[src/hdl/frs_pkg.sv]
`default_nettype none
// ----------------------------------------------------------------------------
// frs_pkg
// Shared constants and helpers of the fast reciprocal square root pipeline.
// ----------------------------------------------------------------------------
package frs_pkg;

   localparam int unsigned OP_LAT           = 3;  // stages of one float unit
   localparam int unsigned REFINE_STEPS_DEF = 3;

   localparam logic [31:0] MAGIC_GUESS = 32'h5f3759df;
   localparam logic [31:0] CANON_NAN   = 32'h7fc00000;
   localparam logic [31:0] FP_ONE_HALF = 32'h3fc00000;  // 1.5
   localparam logic [31:0] FP_HALF     = 32'h3f000000;  // 0.5

   function automatic logic [31:0] canon_nan(input logic [31:0] b);
      if (b[30:23] == 8'hff && b[22:0] != 23'd0) begin
         return CANON_NAN;
      end
      return b;
   endfunction

   // position of the leading one, zero word gives 0
   function automatic logic [5:0] lead_one48(input logic [47:0] v);
      logic [5:0] pos;
      pos = 6'd0;
      for (int i = 0; i < 48; i++) begin
         if (v[i]) begin
            pos = 6'(i);
         end
      end
      return pos;
   endfunction

   // leading zeros of a 27-bit word, zero word gives 27
   function automatic logic [4:0] lead_zeros27(input logic [26:0] v);
      logic [4:0] cnt;
      cnt = 5'd27;
      for (int i = 0; i < 27; i++) begin
         if (v[i]) begin
            cnt = 5'(26 - i);
         end
      end
      return cnt;
   endfunction

endpackage
`default_nettype wire

[src/hdl/frs_fmul.sv]
`default_nettype none
// ----------------------------------------------------------------------------
// frs_fmul
// Binary32 multiplier, round to nearest even, subnormals kept, three stages.
// ----------------------------------------------------------------------------
module frs_fmul
   import frs_pkg::*;
(
   input  wire         clock,
   input  wire         en,
   input  wire  [31:0] a,
   input  wire  [31:0] b,
   output logic [31:0] p
);

   logic        sign_s1_ff, nan_s1_ff, inf_s1_ff, zero_s1_ff;
   logic [9:0]  esum_s1_ff;
   logic [47:0] prod_s1_ff;

   logic        sign_s2_ff, nan_s2_ff, inf_s2_ff, zero_s2_ff;
   logic signed [10:0] e_s2_ff;
   logic [47:0] q_s2_ff;

   logic [31:0] p_ff;

   logic        a_nan, b_nan, a_inf, b_inf, a_zero, b_zero;
   logic [7:0]  ea_eff, eb_eff;
   logic [23:0] ma, mb;
   logic [5:0]  lead;
   logic signed [10:0] e_s2_in;
   logic [47:0] q_s2_in;
   logic signed [10:0] rsh_full;
   logic [5:0]  rsh;
   logic [95:0] wide;
   logic [23:0] sig;
   logic        grd, stk, inc, normal;
   logic [30:0] rounded;
   logic [31:0] p_in;

   always_comb begin
      a_nan  = a[30:23] == 8'hff && a[22:0] != 23'd0;
      b_nan  = b[30:23] == 8'hff && b[22:0] != 23'd0;
      a_inf  = a[30:23] == 8'hff && a[22:0] == 23'd0;
      b_inf  = b[30:23] == 8'hff && b[22:0] == 23'd0;
      a_zero = a[30:0] == 31'd0;
      b_zero = b[30:0] == 31'd0;
      ea_eff = (a[30:23] == 8'd0) ? 8'd1 : a[30:23];
      eb_eff = (b[30:23] == 8'd0) ? 8'd1 : b[30:23];
      ma     = {a[30:23] != 8'd0, a[22:0]};
      mb     = {b[30:23] != 8'd0, b[22:0]};
   end

   always_ff @(posedge clock) begin
      if (en) begin
         sign_s1_ff <= a[31] ^ b[31];
         nan_s1_ff  <= a_nan || b_nan || (a_inf && b_zero) || (b_inf && a_zero);
         inf_s1_ff  <= a_inf || b_inf;
         zero_s1_ff <= a_zero || b_zero;
         esum_s1_ff <= {2'b00, ea_eff} + {2'b00, eb_eff};
         prod_s1_ff <= ma * mb;
      end
   end

   // normalize so that the leading one sits at bit 47
   always_comb begin
      lead    = lead_one48(prod_s1_ff);
      e_s2_in = $signed({5'd0, lead}) + $signed({1'b0, esum_s1_ff}) - 11'sd173;
      q_s2_in = prod_s1_ff << (6'd47 - lead);
   end

   always_ff @(posedge clock) begin
      if (en) begin
         sign_s2_ff <= sign_s1_ff;
         nan_s2_ff  <= nan_s1_ff;
         inf_s2_ff  <= inf_s1_ff;
         zero_s2_ff <= zero_s1_ff;
         e_s2_ff    <= e_s2_in;
         q_s2_ff    <= q_s2_in;
      end
   end

   // subnormal results shift right, lost bits fold into sticky
   always_comb begin
      normal   = e_s2_ff > 11'sd0;
      rsh_full = 11'sd1 - e_s2_ff;
      if (normal) begin
         rsh = 6'd0;
      end else if (rsh_full > 11'sd48) begin
         rsh = 6'd48;
      end else begin
         rsh = rsh_full[5:0];
      end
      wide    = {q_s2_ff, 48'd0} >> rsh;
      sig     = wide[95:72];
      grd     = wide[71];
      stk     = (wide[70:48] != 23'd0) || (wide[47:0] != 48'd0);
      inc     = grd && (stk || sig[0]);
      rounded = {(normal ? e_s2_ff[7:0] : 8'd0), sig[22:0]} + {30'd0, inc};
      if (nan_s2_ff) begin
         p_in = CANON_NAN;
      end else if (inf_s2_ff) begin
         p_in = {sign_s2_ff, 8'hff, 23'd0};
      end else if (zero_s2_ff) begin
         p_in = {sign_s2_ff, 31'd0};
      end else if (e_s2_ff >= 11'sd255) begin
         p_in = {sign_s2_ff, 8'hff, 23'd0};
      end else begin
         p_in = {sign_s2_ff, rounded};
      end
   end

   always_ff @(posedge clock) begin
      if (en) begin
         p_ff <= p_in;
      end
   end

   assign p = p_ff;

endmodule
`default_nettype wire

[config.mk]
export PLATFORM = sky130hd
export DESIGN_NAME = frs_fmul
export DESIGN_NICKNAME = d
export VERILOG_FILES = /design/src/hdl/frs_pkg.sv /design/src/hdl/frs_fmul.sv
export SDC_FILE = /design/constraint.sdc
export NUM_CORES = 2
export LEC_CHECK = 0
export BUFFER_PORTS_ARGS = -buffer_cell sky130_fd_sc_hd__buf_2
export CAP_MARGIN = 20
export CORE_MARGIN = 1
export CORE_UTILIZATION = 44
export CTS_BUF_LIST = sky130_fd_sc_hd__clkbuf_8
export CTS_CLUSTER_SIZE = 14
export DETAILED_ROUTE_END_ITERATION = 8
export PLACE_DENSITY = 0.66
export SLEW_MARGIN = 10
export SYNTH_ARGS = -nofsm -noshare
export SYNTH_HDL_FRONTEND = slang
export SYNTH_SLANG_ARGS = --single-unit
[constraint.sdc]
create_clock -name clock -period 21 [get_ports clock]
set_input_delay 1.05 -clock clock [delete_from_list [all_inputs] [get_ports clock]]
set_output_delay 1.05 -clock clock [all_outputs]
set_load 0.1 [all_outputs]
==> metrics.cfg <==
[worst_setup_path]
slowest_stage = a211oi_1
critPathMaxFanout = 25
cpPeakStageDelay_ps = 670
setup.worst_path.start_class = input port
cp.arrival_ps = 8960
critPathKind = in -> reg
crit_path_end_kind = flip-flop
crit_top_cell = fa_1
crit_required_ps = 21230

[cts]
clockBufferDepth = 2
cts_tree = yes
cts-root-buf = clkbuf_8
clkLatencyLatePin_ps = 480
clk_pin_slew_ps = 90
numCtsBuffers = 17
clock_sinks = 156
postCtsHoldBufs = 0
cts_resized = 0
cts_setup_buffers = 0
htree_levels = 4

[yosys]
syn-num-nets = 4391
synth_cells = 3643
ys_warn_count = 0
yosys.cell_types.count = 100
synth.avg_cell_area_um2 = 8.74
ys_ff_latch = 156
syn_area_um2 = 31800
synthArstFlopShare_pct = 0
synth_flop_cell = edfxtp_1
synth_edf_count = 156
seq_area_frac_synth_pct = 14.7

[timing]
fin_crit_ps = 8730
rsz0062_at_grt = false
min_period_over_period_pct = 41.6
fmax_mhz = 115
report.final.slew_viol_count = 0
timing.slew.headroom_pct = 29.4
skew_ps = 16.8
timing.setup.tns_ps = 0
final-setup-viol-count = 0
tightest_slew_ps = 1060
finalHoldViolCount = 0

[run]
maxCapViolations = 0

[worst_hold_path]
hold_path.class = reg -> reg

[grt]
grt_max_degree = 95
grt_overflow_total = 0
antenna_found_initial = 2
grt_pass1_vias = 25800
grt_usage_pct = 24.3
grt_pass1_wl_um = 142000

[drt]
firstDrtPassIters = 8
via_per_inst = 5.75
remaining_drc_errors = 0
drt_iter0_markers = 1983
vias = 26100
drt-total-wl_um = 89900
wl_per_cell_um = 19.8
ant_nets = 0

[die]
rows = 98
die-area_um2 = 73400
die_h_um = 271
initial_core_util_pct = 44.5
die_x_um = 271
ioPinCount = 98
core_area_um2 = 71500

[placement]
place_congestion = 0.940
dpl.hpwl_um = 68500
io_buffers = 97

[cells_and_area]
fillers = 6864
nets = 4323
diodes = 0
drive_above_1_share_pct = 6.33
syn_to_final_growth_pct = 4.53

[outcome]
status = completed

==> layer usage <==
layer	global-route usage (%)	share of wire (%)	vias up
li1	-	-	11800
met3	2.66	6.3	217
met1	31.2	41	13000
met4	9.35	4.0	4
met2	41.8	49	1061
met5	0	0.026	-
==> cells in the mapped netlist (15+ instances only) <==
cell | instances | area, um^2
nand2_1 | 551 | 2070
inv_1 | 532 | 2000
fa_1 | 484 | 9690
and2_1 | 237 | 1480
ha_1 | 198 | 2480
nor2_1 | 178 | 668
clkbuf_1 | 167 | 627
mux2i_1 | 161 | 1610
edfxtp_1 | 156 | 4680
a21oi_1 | 146 | 731
o21ai_0 | 97 | 485
nand3_1 | 84 | 420
nor3_1 | 66 | 330
xnor2_1 | 46 | 403
nor4_1 | 34 | 213
a211oi_1 | 32 | 240
o22ai_1 | 28 | 175
a21o_1 | 27 | 203
nand4_1 | 27 | 169
a31oi_1 | 25 | 156
buf_2 | 25 | 125
nand2b_1 | 18 | 113
o211ai_1 | 18 | 135
and3_1 | 17 | 106
or3_1 | 17 | 106
xor2_1 | 15 | 131
==> registers in the layout (all words and copies together) (netlist names) <==
signal / count
e_s2_ff: 11
inf_s2_ff: 1
prod_s1_ff: 48
sign_s2_ff: 1
nan_s1_ff: 1
zero_s2_ff: 1
q_s2_ff: 48
p: 32
inf_s1_ff: 1
sign_s1_ff: 1
esum_s1_ff: 9
nan_s2_ff: 1
zero_s1_ff: 1
==> layout make-up <==
| class | count | area, um^2 | share of cell area, % |
|---|---|---|---|
| Tap cell | 950 | 1190 | 3.57 |
| Inverter | 534 | 2000 | 6.02 |
| Sequential cell | 156 | 4680 | 14.1 |
| Clock inverter | 14 | 169 | 0.508 |
| Clock buffer | 17 | 234 | 0.703 |
| Timing Repair Buffer | 125 | 702 | 2.11 |
| Multi-Input combinational cell | 2741 | 24300 | 73.0 |
==> worst max-delay path, delay by kind of cell <==
kind,cells,cell delay (ps)
adders and majority gates,8,3840
AOI/OAI and AO/OA,10,2510
and+or+nand+nor,3,820
buffers and inverters,4,640
xor gates and xnor gates,1,90
==> metrics by stage <==
step / hold slack [ps] / setup WS, ps / cell area [um^2] / util [%] / instances
after global placement: 400 / 11960 / 32900 / 46.0 / 4506
final: 425 / 12270 / 33300 / 46.5 / 4537
after global routing: 428 / 12030 / 33300 / 46.5 / 4537
after floorplan: 400 / 13100 / 31800 / - / 3643
after detailed placement: 406 / 11760 / 32900 / 46.0 / 4506
after CTS: 427 / 12290 / 33300 / 46.5 / 4537
==> cell families (layout without fill, tap and decap cells) <==
| group | Yosys count | in the layout | share of synthesized area [%] |
|---|---|---|---|
| compound gates | 532 | 532 | 11.1 |
| xor+xnor | 62 | 62 | 1.73 |
| fa+ha+maj | 682 | 682 | 38.2 |
| buf+inv | 746 | 690 | 9.06 |
| flops | 156 | 156 | 14.7 |
| mux | 173 | 173 | 5.49 |
| simple gates | 1292 | 1292 | 19.7 |
==> final timing paths <==
check / slack, ps / cells after the start / from / to
hold reg to reg: 430 / 0 / zero_s1_ff / zero_s2_ff
hold / removal: 430 / 0 / zero_s1_ff / zero_s2_ff
setup / recovery: 12270 / 26 / b[6] / prod_s1_ff[44]
setup reg to reg: 14650 / 19 / e_s2_ff[1] / p[26]
==> cell usage in the layout (no fill, tap or decap), types with 12 or more instances in the layout <==
cell	netlist	routed
nor2_1	178	176
o211ai_1	18	18
xnor2_1	46	46
nor3_1	66	65
ha_1	198	198
and2_1	237	237
nand2b_1	18	18
nand2_1	551	550
xor2_1	15	15
buf_4	2	28
edfxtp_1	156	156
a211oi_1	32	32
nand3_1	84	84
nor4_1	34	34
o31ai_1	14	14
or2_2	12	12
o22ai_1	28	28
a21oi_1	146	146
and3_1	17	17
a21o_1	27	27
clkbuf_8	0	17
o21bai_1	12	12
o21ai_0	97	97
or3_1	17	17
a31oi_1	25	25
inv_1	532	534
fa_1	484	484
mux2i_1	161	161
nand4_1	27	27
buf_2	25	96
Power is not shown: default switching activity piles up to over one toggle a cycle in this logic, so the estimate is an artifact.
